--- config.mk ---
export PLATFORM = sky130hd
export DESIGN_NAME = spectrum_peak_statistics_unit_flat
export DESIGN_NICKNAME = d
export VERILOG_FILES = /design/src/design/spstat_pkg.sv /design/src/design/spstat_req_if.sv /design/src/design/spstat_rsp_if.sv /design/src/design/spstat_accum.sv /design/src/design/spectrum_peak_statistics_unit.sv /design/src/flat_wrapper.sv
export SDC_FILE = /design/constraint.sdc
export NUM_CORES = 2
export LEC_CHECK = 0
export ABC_AREA = 1
export BUFFER_PORTS_ARGS = -buffer_cell sky130_fd_sc_hd__buf_2
export CAP_MARGIN = 40
export CELL_PAD_IN_SITES_DETAIL_PLACEMENT = 0
export CELL_PAD_IN_SITES_GLOBAL_PLACEMENT = 2
export CORE_MARGIN = 10
export CORE_UTILIZATION = 40
export CTS_CLUSTER_SIZE = 10
export DETAILED_ROUTE_END_ITERATION = 7
export PLACE_DENSITY = 0.88
export SLEW_MARGIN = 30
export SYNTH_ARGS = -nofsm -noshare
export SYNTH_HDL_FRONTEND = slang
export SYNTH_SLANG_ARGS = --single-unit
--- constraint.sdc ---
create_clock -name clock -period 18.77 [get_ports clock]
set_clock_uncertainty 0.2 [all_clocks]
set_input_delay 0.9385 -clock clock [delete_from_list [all_inputs] [get_ports clock]]
set_output_delay 0.9385 -clock clock [all_outputs]
set_load 0.01 [all_outputs]
--- src/design/spstat_pkg.sv ---
// Shared widths and stage payload types for the spectrum peak statistics unit.
package spstat_pkg;

   localparam int MZ_W      = 23;   // peak and precursor m/z
   localparam int INT_W     = 32;   // peak intensity
   localparam int SUM_W     = 44;   // saturating intensity sums
   localparam int CNT_OUT_W = 13;   // peak counts on the result channel

   // Largest value of a saturating intensity sum
   localparam logic [SUM_W-1:0] SUM_MAX = '1;

   // Spectrum totals captured on the last peak
   typedef struct packed {
      logic [SUM_W-1:0]     total;
      logic [SUM_W-1:0]     fore_acc;
      logic [INT_W-1:0]     max_fore;
      logic [SUM_W-1:0]     back_acc;
      logic [INT_W-1:0]     max_back;
      logic [INT_W-1:0]     base;
      logic [INT_W-1:0]     second;
      logic [CNT_OUT_W-1:0] count_all;
      logic [CNT_OUT_W-1:0] count_fore;
   } snap_type;

   // Totals with the largest peak of each side taken off
   typedef struct packed {
      logic [SUM_W-1:0]     total;
      logic [SUM_W-1:0]     fore_sum;
      logic [SUM_W-1:0]     back_sum;
      logic [INT_W-1:0]     base;
      logic [INT_W-1:0]     second;
      logic [CNT_OUT_W-1:0] count_all;
      logic [CNT_OUT_W-1:0] count_fore;
   } diff_type;

endpackage

--- src/design/spstat_req_if.sv ---
// Peak channel interface: valid/ready handshake carrying one peak per transfer.
interface spstat_req_if import spstat_pkg::*; ();

   logic             valid;
   logic             ready;
   logic [MZ_W-1:0]  peak_mz;
   logic [INT_W-1:0] peak_intensity;
   logic             last_peak;

   modport source (output valid, output peak_mz, output peak_intensity, output last_peak,
                   input ready);
   modport sink   (input valid, input peak_mz, input peak_intensity, input last_peak,
                   output ready);

endinterface

--- src/design/spstat_rsp_if.sv ---
// Result channel interface: valid/ready handshake carrying one spectrum summary.
interface spstat_rsp_if import spstat_pkg::*; ();

   logic                 valid;
   logic                 ready;
   logic [SUM_W-1:0]     total_intensity;
   logic [SUM_W-1:0]     fore_sum;
   logic [SUM_W-1:0]     back_sum;
   logic [INT_W-1:0]     base_peak;
   logic [INT_W-1:0]     second_peak;
   logic                 singly_charged;
   logic [CNT_OUT_W-1:0] peak_count;
   logic [CNT_OUT_W-1:0] kept_count;

   modport source (output valid, output total_intensity, output fore_sum, output back_sum,
                   output base_peak, output second_peak, output singly_charged,
                   output peak_count, output kept_count, input ready);
   modport sink   (input valid, input total_intensity, input fore_sum, input back_sum,
                   input base_peak, input second_peak, input singly_charged,
                   input peak_count, input kept_count, output ready);

endinterface

--- src/design/spstat_accum.sv ---
// Peak input register, per-spectrum accumulators and the end-of-spectrum snapshot.
module spstat_accum import spstat_pkg::*; #(
   parameter int MAX_PEAKS        = 4096,
   parameter int MZ_FRACTION_BITS = 10
) (
   input  logic            clock,
   input  logic            reset,
   input  logic            csr_we,
   input  logic [MZ_W-1:0] csr_wdata,
   spstat_req_if.sink      req_ch,
   output logic            snap_valid,
   input  logic            snap_ready,
   output snap_type        snap
);

   localparam int CNT_W = $clog2(MAX_PEAKS + 1);
   localparam logic [CNT_W-1:0] CNT_MAX = CNT_W'(MAX_PEAKS);
   // Half of one m/z unit, and the mask that drops the fraction bits
   localparam logic [MZ_W:0] MZ_HALF     = ((MZ_W+1)'(1) << MZ_FRACTION_BITS) >> 1;
   localparam logic [MZ_W:0] MZ_INT_MASK = ~(((MZ_W+1)'(1) << MZ_FRACTION_BITS) - 1'b1);

   logic [MZ_W-1:0]  precursor_ff;

   logic             in_valid_ff;
   logic             in_fore_ff, in_fore_in;
   logic             in_last_ff;
   logic [INT_W-1:0] in_int_ff;

   logic [SUM_W-1:0] total_ff, total_in;
   logic [SUM_W-1:0] fore_ff, fore_in;
   logic [SUM_W-1:0] back_ff, back_in;
   logic [INT_W-1:0] max_fore_ff, max_fore_in;
   logic [INT_W-1:0] max_back_ff, max_back_in;
   logic [INT_W-1:0] max_seen_ff, max_seen_in;
   logic [INT_W-1:0] second_ff, second_in;
   logic [CNT_W-1:0] count_all_ff, count_all_in;
   logic [CNT_W-1:0] count_fore_ff, count_fore_in;

   logic             snap_valid_ff;
   snap_type         snap_ff, snap_in;

   logic             acc_fire;
   logic [MZ_W:0]    mz_rounded;
   logic [SUM_W:0]   total_sum, side_sum;
   logic [SUM_W-1:0] side_sat;

   // Accumulate stage advances unless a last peak meets a held snapshot
   assign acc_fire     = in_valid_ff && (!in_last_ff || !snap_valid_ff || snap_ready);
   assign req_ch.ready = !in_valid_ff || acc_fire;
   assign snap_valid   = snap_valid_ff;
   assign snap         = snap_ff;

   // Round m/z to the nearest unit (halves up) and classify against the precursor
   assign mz_rounded = ({1'b0, req_ch.peak_mz} + MZ_HALF) & MZ_INT_MASK;
   assign in_fore_in = mz_rounded <= {1'b0, precursor_ff};

   // Saturating sums and running maxima
   always_comb begin
      total_sum = {1'b0, total_ff} + (SUM_W+1)'(in_int_ff);
      side_sum  = (in_fore_ff ? {1'b0, fore_ff} : {1'b0, back_ff}) + (SUM_W+1)'(in_int_ff);
      side_sat  = side_sum[SUM_W] ? SUM_MAX : side_sum[SUM_W-1:0];

      total_in      = total_sum[SUM_W] ? SUM_MAX : total_sum[SUM_W-1:0];
      fore_in       = fore_ff;
      back_in       = back_ff;
      max_fore_in   = max_fore_ff;
      max_back_in   = max_back_ff;
      count_fore_in = count_fore_ff;
      if (in_fore_ff) begin
         fore_in = side_sat;
         if (in_int_ff > max_fore_ff) max_fore_in = in_int_ff;
         count_fore_in = (count_fore_ff >= CNT_MAX) ? CNT_MAX : count_fore_ff + 1'b1;
      end else begin
         back_in = side_sat;
         if (in_int_ff > max_back_ff) max_back_in = in_int_ff;
      end

      // Base and second peak; a tie with the base is ignored
      max_seen_in = max_seen_ff;
      second_in   = second_ff;
      if (in_int_ff > max_seen_ff) begin
         second_in   = max_seen_ff;
         max_seen_in = in_int_ff;
      end else if (in_int_ff > second_ff && in_int_ff < max_seen_ff) begin
         second_in = in_int_ff;
      end

      count_all_in = (count_all_ff >= CNT_MAX) ? CNT_MAX : count_all_ff + 1'b1;

      snap_in.total      = total_in;
      snap_in.fore_acc   = fore_in;
      snap_in.max_fore   = max_fore_in;
      snap_in.back_acc   = back_in;
      snap_in.max_back   = max_back_in;
      snap_in.base       = max_seen_in;
      snap_in.second     = second_in;
      snap_in.count_all  = CNT_OUT_W'(count_all_in);
      snap_in.count_fore = CNT_OUT_W'(count_fore_in);
   end

   // Control and accumulator state; the accumulators are cleared after each spectrum
   always_ff @(posedge clock) begin
      if (reset) begin
         precursor_ff  <= '0;
         in_valid_ff   <= 1'b0;
         snap_valid_ff <= 1'b0;
         total_ff      <= '0;
         fore_ff       <= '0;
         back_ff       <= '0;
         max_fore_ff   <= '0;
         max_back_ff   <= '0;
         max_seen_ff   <= '0;
         second_ff     <= '0;
         count_all_ff  <= '0;
         count_fore_ff <= '0;
      end else begin
         if (csr_we) precursor_ff <= csr_wdata;
         if (req_ch.ready) in_valid_ff <= req_ch.valid;
         if (acc_fire && in_last_ff) begin
            snap_valid_ff <= 1'b1;
         end else if (snap_ready) begin
            snap_valid_ff <= 1'b0;
         end
         if (acc_fire) begin
            if (in_last_ff) begin
               total_ff      <= '0;
               fore_ff       <= '0;
               back_ff       <= '0;
               max_fore_ff   <= '0;
               max_back_ff   <= '0;
               max_seen_ff   <= '0;
               second_ff     <= '0;
               count_all_ff  <= '0;
               count_fore_ff <= '0;
            end else begin
               total_ff      <= total_in;
               fore_ff       <= fore_in;
               back_ff       <= back_in;
               max_fore_ff   <= max_fore_in;
               max_back_ff   <= max_back_in;
               max_seen_ff   <= max_seen_in;
               second_ff     <= second_in;
               count_all_ff  <= count_all_in;
               count_fore_ff <= count_fore_in;
            end
         end
      end
   end

   // Payload registers
   always_ff @(posedge clock) begin
      if (req_ch.ready && req_ch.valid) begin
         in_fore_ff <= in_fore_in;
         in_last_ff <= req_ch.last_peak;
         in_int_ff  <= req_ch.peak_intensity;
      end
      if (acc_fire && in_last_ff) snap_ff <= snap_in;
   end

endmodule

--- src/design/spectrum_peak_statistics_unit.sv ---
// Spectrum peak statistics unit: top level with result finishing stages.
//
// Peaks of one spectrum arrive on req_ch, one per transfer; last_peak marks
// the final peak. The precursor m/z is written through csr_we/csr_wdata while
// the unit is idle. For each spectrum one summary leaves on rsp_ch: total
// intensity, fore and back sums with each side's largest peak removed, base
// and second peak, the singly-charged flag and the peak counts.
// Throughput is one peak per cycle; req_ch.ready stays high while results
// flow. On its way to rsp_ch the summary passes the input register, the
// accumulator/snapshot register and the side subtraction register, then the
// compare into the output register.
// Reset (synchronous) clears the precursor, all accumulators and all valids.
// When the receiver stalls, the summary holds in the output register and the
// two stages behind it fill; peaks of the next spectrum are still taken until
// its last peak finds the snapshot stage occupied, and only then does
// req_ch.ready drop.
module spectrum_peak_statistics_unit import spstat_pkg::*; #(
   parameter int MAX_PEAKS        = 4096,
   parameter int MZ_FRACTION_BITS = 10
) (
   input  logic            clock,
   input  logic            reset,
   input  logic            csr_we,
   input  logic [MZ_W-1:0] csr_wdata,
   spstat_req_if.sink      req_ch,
   spstat_rsp_if.source    rsp_ch
);

   logic     snap_valid, snap_ready;
   snap_type snap;

   logic     diff_valid_ff;
   diff_type diff_ff, diff_in;

   logic                 out_valid_ff;
   logic                 out_load;
   logic [SUM_W-1:0]     out_total_ff;
   logic [SUM_W-1:0]     out_fore_ff;
   logic [SUM_W-1:0]     out_back_ff;
   logic [INT_W-1:0]     out_base_ff;
   logic [INT_W-1:0]     out_second_ff;
   logic                 out_single_ff, out_single_in;
   logic [CNT_OUT_W-1:0] out_count_ff;
   logic [CNT_OUT_W-1:0] out_kept_ff, out_kept_in;

   spstat_accum #(
      .MAX_PEAKS        (MAX_PEAKS),
      .MZ_FRACTION_BITS (MZ_FRACTION_BITS)
   ) u_accum (
      .clock      (clock),
      .reset      (reset),
      .csr_we     (csr_we),
      .csr_wdata  (csr_wdata),
      .req_ch     (req_ch),
      .snap_valid (snap_valid),
      .snap_ready (snap_ready),
      .snap       (snap)
   );

   // Stage handshakes
   assign out_load   = diff_valid_ff && (!out_valid_ff || rsp_ch.ready);
   assign snap_ready = !diff_valid_ff || out_load;

   // Remove the largest peak of each side; sums never fall below their maxima
   always_comb begin
      diff_in.total      = snap.total;
      diff_in.fore_sum   = snap.fore_acc - SUM_W'(snap.max_fore);
      diff_in.back_sum   = snap.back_acc - SUM_W'(snap.max_back);
      diff_in.base       = snap.base;
      diff_in.second     = snap.second;
      diff_in.count_all  = snap.count_all;
      diff_in.count_fore = snap.count_fore;
   end

   // Singly charged when fore exceeds eight times back
   assign out_single_in = {3'b000, diff_ff.fore_sum} > {diff_ff.back_sum, 3'b000};
   assign out_kept_in   = out_single_in ? diff_ff.count_fore : diff_ff.count_all;

   // Stage valids
   always_ff @(posedge clock) begin
      if (reset) begin
         diff_valid_ff <= 1'b0;
         out_valid_ff  <= 1'b0;
      end else begin
         if (snap_ready) diff_valid_ff <= snap_valid;
         if (out_load) begin
            out_valid_ff <= 1'b1;
         end else if (rsp_ch.ready) begin
            out_valid_ff <= 1'b0;
         end
      end
   end

   // Stage payloads
   always_ff @(posedge clock) begin
      if (snap_ready && snap_valid) diff_ff <= diff_in;
      if (out_load) begin
         out_total_ff  <= diff_ff.total;
         out_fore_ff   <= diff_ff.fore_sum;
         out_back_ff   <= diff_ff.back_sum;
         out_base_ff   <= diff_ff.base;
         out_second_ff <= diff_ff.second;
         out_single_ff <= out_single_in;
         out_count_ff  <= diff_ff.count_all;
         out_kept_ff   <= out_kept_in;
      end
   end

   assign rsp_ch.valid           = out_valid_ff;
   assign rsp_ch.total_intensity = out_total_ff;
   assign rsp_ch.fore_sum        = out_fore_ff;
   assign rsp_ch.back_sum        = out_back_ff;
   assign rsp_ch.base_peak       = out_base_ff;
   assign rsp_ch.second_peak     = out_second_ff;
   assign rsp_ch.singly_charged  = out_single_ff;
   assign rsp_ch.peak_count      = out_count_ff;
   assign rsp_ch.kept_count      = out_kept_ff;

endmodule

--- src/flat_wrapper.sv ---
// flat-port wrapper written by rule: the top's interface ports become plain ports
module spectrum_peak_statistics_unit_flat import spstat_pkg::*;
#(
   parameter int MAX_PEAKS        = 4096,
   parameter int MZ_FRACTION_BITS = 10
)
  (clock, reset, csr_we, csr_wdata, req_ch_valid, req_ch_peak_mz, req_ch_peak_intensity, req_ch_last_peak, req_ch_ready, rsp_ch_valid, rsp_ch_total_intensity, rsp_ch_fore_sum, rsp_ch_back_sum, rsp_ch_base_peak, rsp_ch_second_peak, rsp_ch_singly_charged, rsp_ch_peak_count, rsp_ch_kept_count, rsp_ch_ready);
  spstat_req_if req_ch_i ();
  spstat_rsp_if rsp_ch_i ();
  input  logic clock;
  input  logic reset;
  input  logic csr_we;
  input  logic [MZ_W-1:0] csr_wdata;
  input wire logic [$bits(req_ch_i.valid)-1:0] req_ch_valid;
  input wire logic [$bits(req_ch_i.peak_mz)-1:0] req_ch_peak_mz;
  input wire logic [$bits(req_ch_i.peak_intensity)-1:0] req_ch_peak_intensity;
  input wire logic [$bits(req_ch_i.last_peak)-1:0] req_ch_last_peak;
  output wire logic [$bits(req_ch_i.ready)-1:0] req_ch_ready;
  output wire logic [$bits(rsp_ch_i.valid)-1:0] rsp_ch_valid;
  output wire logic [$bits(rsp_ch_i.total_intensity)-1:0] rsp_ch_total_intensity;
  output wire logic [$bits(rsp_ch_i.fore_sum)-1:0] rsp_ch_fore_sum;
  output wire logic [$bits(rsp_ch_i.back_sum)-1:0] rsp_ch_back_sum;
  output wire logic [$bits(rsp_ch_i.base_peak)-1:0] rsp_ch_base_peak;
  output wire logic [$bits(rsp_ch_i.second_peak)-1:0] rsp_ch_second_peak;
  output wire logic [$bits(rsp_ch_i.singly_charged)-1:0] rsp_ch_singly_charged;
  output wire logic [$bits(rsp_ch_i.peak_count)-1:0] rsp_ch_peak_count;
  output wire logic [$bits(rsp_ch_i.kept_count)-1:0] rsp_ch_kept_count;
  input wire logic [$bits(rsp_ch_i.ready)-1:0] rsp_ch_ready;
  assign req_ch_i.valid = req_ch_valid;
  assign req_ch_i.peak_mz = req_ch_peak_mz;
  assign req_ch_i.peak_intensity = req_ch_peak_intensity;
  assign req_ch_i.last_peak = req_ch_last_peak;
  assign req_ch_ready = req_ch_i.ready;
  assign rsp_ch_valid = rsp_ch_i.valid;
  assign rsp_ch_total_intensity = rsp_ch_i.total_intensity;
  assign rsp_ch_fore_sum = rsp_ch_i.fore_sum;
  assign rsp_ch_back_sum = rsp_ch_i.back_sum;
  assign rsp_ch_base_peak = rsp_ch_i.base_peak;
  assign rsp_ch_second_peak = rsp_ch_i.second_peak;
  assign rsp_ch_singly_charged = rsp_ch_i.singly_charged;
  assign rsp_ch_peak_count = rsp_ch_i.peak_count;
  assign rsp_ch_kept_count = rsp_ch_i.kept_count;
  assign rsp_ch_i.ready = rsp_ch_ready;
  spectrum_peak_statistics_unit #(.MAX_PEAKS(MAX_PEAKS), .MZ_FRACTION_BITS(MZ_FRACTION_BITS)) u_core (.clock(clock), .reset(reset), .csr_we(csr_we), .csr_wdata(csr_wdata), .req_ch(req_ch_i), .rsp_ch(rsp_ch_i));
endmodule
==> impl_metrics.csv <==
group,metric,value,unit
worst_setup_path,start_kind,"flip-flop",
power_and_ir_drop,power.density,91.2,nW/µm²
grt,grt_pass1_vias,41200,
logic_synthesis,synth.distinct_cells,53,
die,die_x,389,µm
finish,drive_above_1_share,9.70,%
logic_synthesis,postSynthCellCount,6028,
logic_synthesis,synth_edf_count,765,
finish,syn_to_final_growth,14.2,%
route,wl,171000,µm
outcome,status,"completed",
die,coreArea,135000,µm²
worst_setup_path,cp_slowest_cell,"a21boi_0",
worst_setup_path,cp_cell_sequence,"buf_4 -> buf_12 -> nand2_1 -> o21ai_0 -> ha_1 -> fa_1 -> nand2_1 -> o21ai_1 -> nand2_1 -> nand2_1 -> nand2_1 -> nand2_1 -> nand3_1 -> nand3_1 -> nor2_1 -> a21boi_0",
logic_synthesis,ys_seq_area_share,53.6,%
finish,fill_cells,13100,
route,routed_via_density,5.14,
finish,fin_nets,6747,
logic_synthesis,syn_nets,6431,
clock_network,cts_max_level,4,
worst_setup_path,slowest_delay,590,ps
sta,finalHoldViolCount,0,
route,firstDrtPassIters,5,
clock_network,clockBufferDepth,3,
clock_network,cts_setup_buffers,0,
sta,worst_slack,13710,ps
worst_hold_path,hold_class,"in2reg",
worst_setup_path,crit_required,19050,ps
sta,tns,0,ps
grt,antenna_found_initial,6,
clock_network,clockRootBuffer,"clkbuf_16",
die,rows,135,
clock_network,cts_resized,0,
clock_network,ctsHoldBuffers,0,
flow_run,drv_cap,0,
sta,maxSlewHeadroom,27.2,%
grt,overflow,0,
sta,finalCritPeriodShare,26.9,%
grt,grtUsageTotal,21.9,%
finish,diodes,0,
power_and_ir_drop,p_leak,0.0245,µW
power_and_ir_drop,vdd_drop_max,0.0000809,V
route,num_vias,42300,
route,antenna_left,0,
placed_design,portBuffers,299,
clock_network,clk_pin_slew,60,ps
clock_network,cts_buffers,133,
route,drc,0,
placed_design,gp_congestion,0.938,
logic_synthesis,syn_avg_cell_area,9.04,µm²
worst_setup_path,cp_common_cell,"nand2_1",
placed_design,hpwl,126000,µm
sta,slew_violations,0,
placed_design,pre_cts_ws,13810,ps
logic_synthesis,syn-cell-area,54500,µm²
logic_synthesis,synthArstFlopShare,0,%
grt,grt_max_degree,168,
power_and_ir_drop,power,5680,µW
die,die_h,389,µm
clock_network,clkLatencyLatePin,790,ps
sta,rsz0062_at_grt,"no",
logic_synthesis,synth_warnings,0,
route,initialDrtViolationCount,3057,
worst_setup_path,worst_setup_path_end_kind,"flip-flop",
logic_synthesis,synth_top_flop_cell,"edfxtp_1",
die,die-area,151000,µm²
logic_synthesis,synth-seq-cells,1078,
die,start_util,40.2,%
grt,grt_pass1_wl,255000,µm
sta,tightestPinTransition,1090,ps
die,ios,309,
worst_setup_path,path_max_fanout,167,
sta,max_freq,0.198,GHz
logic_synthesis,yosysTopAreaCell,"edfxtp_1",
logic_synthesis,synth_top_area_share,42.1,%
worst_setup_path,path_class,"reg2reg",
worst_setup_path,worstPathArrival,5330,ps
finish,fin_area,62300,µm²
sta,finalWorstPathRequiredPeriod,5060,ps
route,wl_per_cell,20.8,µm
clock_network,cts_tree,"done",
placed_design,dpl_cell_area,58200,µm²
sta,whs,127,ps
logic_synthesis,synth_area_leaders,"edfxtp_1, dfxtp_1, nand2_1",
sta,setup_violations,0,
clock_network,clock_sink_count,1078,
metrics by stage:
step | utilization (%) | instances
3_5_place_dp | 43.0 | 7986
3_3_place_gp | 42.8 | 7977
4_1_cts | 45.9 | 8220
6_report | 46.0 | 8224
2_1_floorplan | - | 6028
5_1_grt | 46.0 | 8224
registers in the layout, indices dropped and copies added, names as in the netlist, 44 cells and up:
name / flops
u_core.diff_ff: 222
u_core.rsp_ch.back_sum: 44
u_core.rsp_ch.fore_sum: 44
u_core.rsp_ch.total_intensity: 44
u_core.u_accum.back_ff: 44
u_core.u_accum.fore_ff: 44
u_core.u_accum.snap: 286
u_core.u_accum.total_ff: 44
cells in the final DEF (no fill, tap or decap), types with 93 or more instances in the layout:
cell type  instances
nand2_1         1413
edfxtp_1         765
inv_1            725
a21oi_1          577
nor2_1           398
nand3_1          382
ha_1             315
dfxtp_1          313
buf_2            298
o21ai_0          174
clkbuf_16        135
and2_1           130
nand4_1           93
critical path, delay by kind of cell (launching register included):
family | cells | cell delay (ps)
adder cells (fa/ha/maj) | 2 | 680
buffers and inverters | 2 | 870
AND/OR/NAND/NOR | 9 | 1380
flip-flops | 1 | 330
AO/OA/AOI/OAI | 3 | 1030
logic make-up (layout without fill, tap and decap cells):
logic type	Yosys count	in the layout	synth area share, %
compound gates	990	990	9.80
xor+xnor	138	138	2.22
fa+ha+maj	319	319	7.38
buf+inv	931	1346	6.60
flops	1078	1078	53.6
simple gates	2572	2572	20.4
final cells by class:
type | instances | area [µm²] | area share [%]
tap | 1781 | 2230 | 3.58
inverter | 741 | 2800 | 4.50
multi-input combinational | 4019 | 21800 | 35.0
sequential | 1078 | 29200 | 46.9
clock inverter | 31 | 327 | 0.524
timing repair buffer | 371 | 2270 | 3.64
clock buffer | 203 | 3640 | 5.85
power breakdown:
part	switching (µW)	total (µW)	internal, µW
Sequential	39.0	2670	2630
Clock	1010	2370	1360
Combinational	441	640	199
metal layers:
layer / up-vias / wire, µm / global-route usage [%]
met3: 241 / 9220 / 3.63
met1: 20000 / 76700 / 29.1
met4: 0 / 5070 / 7.17
met5: - / 0 / 0
met2: 1114 / 79900 / 36.3
li1: 21000 / - / -
Yosys cell counts, drive strengths merged (2+ instances only):
cell,count
clkbuf,139
xnor2,56
o21a,24
xor2,82
o21ai,238
a21boi,15
nor4,26
or4,3
o2111ai,4
nand2,1425
and2,130
clkinv,4
inv,737
ha,315
nor2,402
edfxtp,765
a21oi,579
o22ai,2
nand3,397
a21o,13
buf,51
nand3b,11
a31oi,71
nor3b,2
fa,4
nor3,46
dfxtp,313
nand4,93
o211ai,16
and3,5
or2,30
o21bai,19
a211oi,5
final timing paths:
| path | to | cells after the start | slack (ps) | from |
|---|---|---|---|---|
| min reg2reg | u_core.diff_ff[34]$_DFFE_PP_ | 0 | 210 | u_core.u_accum.snap[34]$_DFFE_PP_ |
| min | u_core.u_accum.in_int_ff[3]$_DFFE_PP_ | 1 | 130 | req_ch_peak_intensity[3] |
| max | u_core.u_accum.snap[225]$_DFFE_PP_ | 16 | 13710 | u_core.u_accum.in_fore_ff$_DFFE_PP_ |
| max reg2reg | u_core.u_accum.snap[225]$_DFFE_PP_ | 16 | 13710 | u_core.u_accum.in_fore_ff$_DFFE_PP_ |
(Power assumes the default switching activity.)
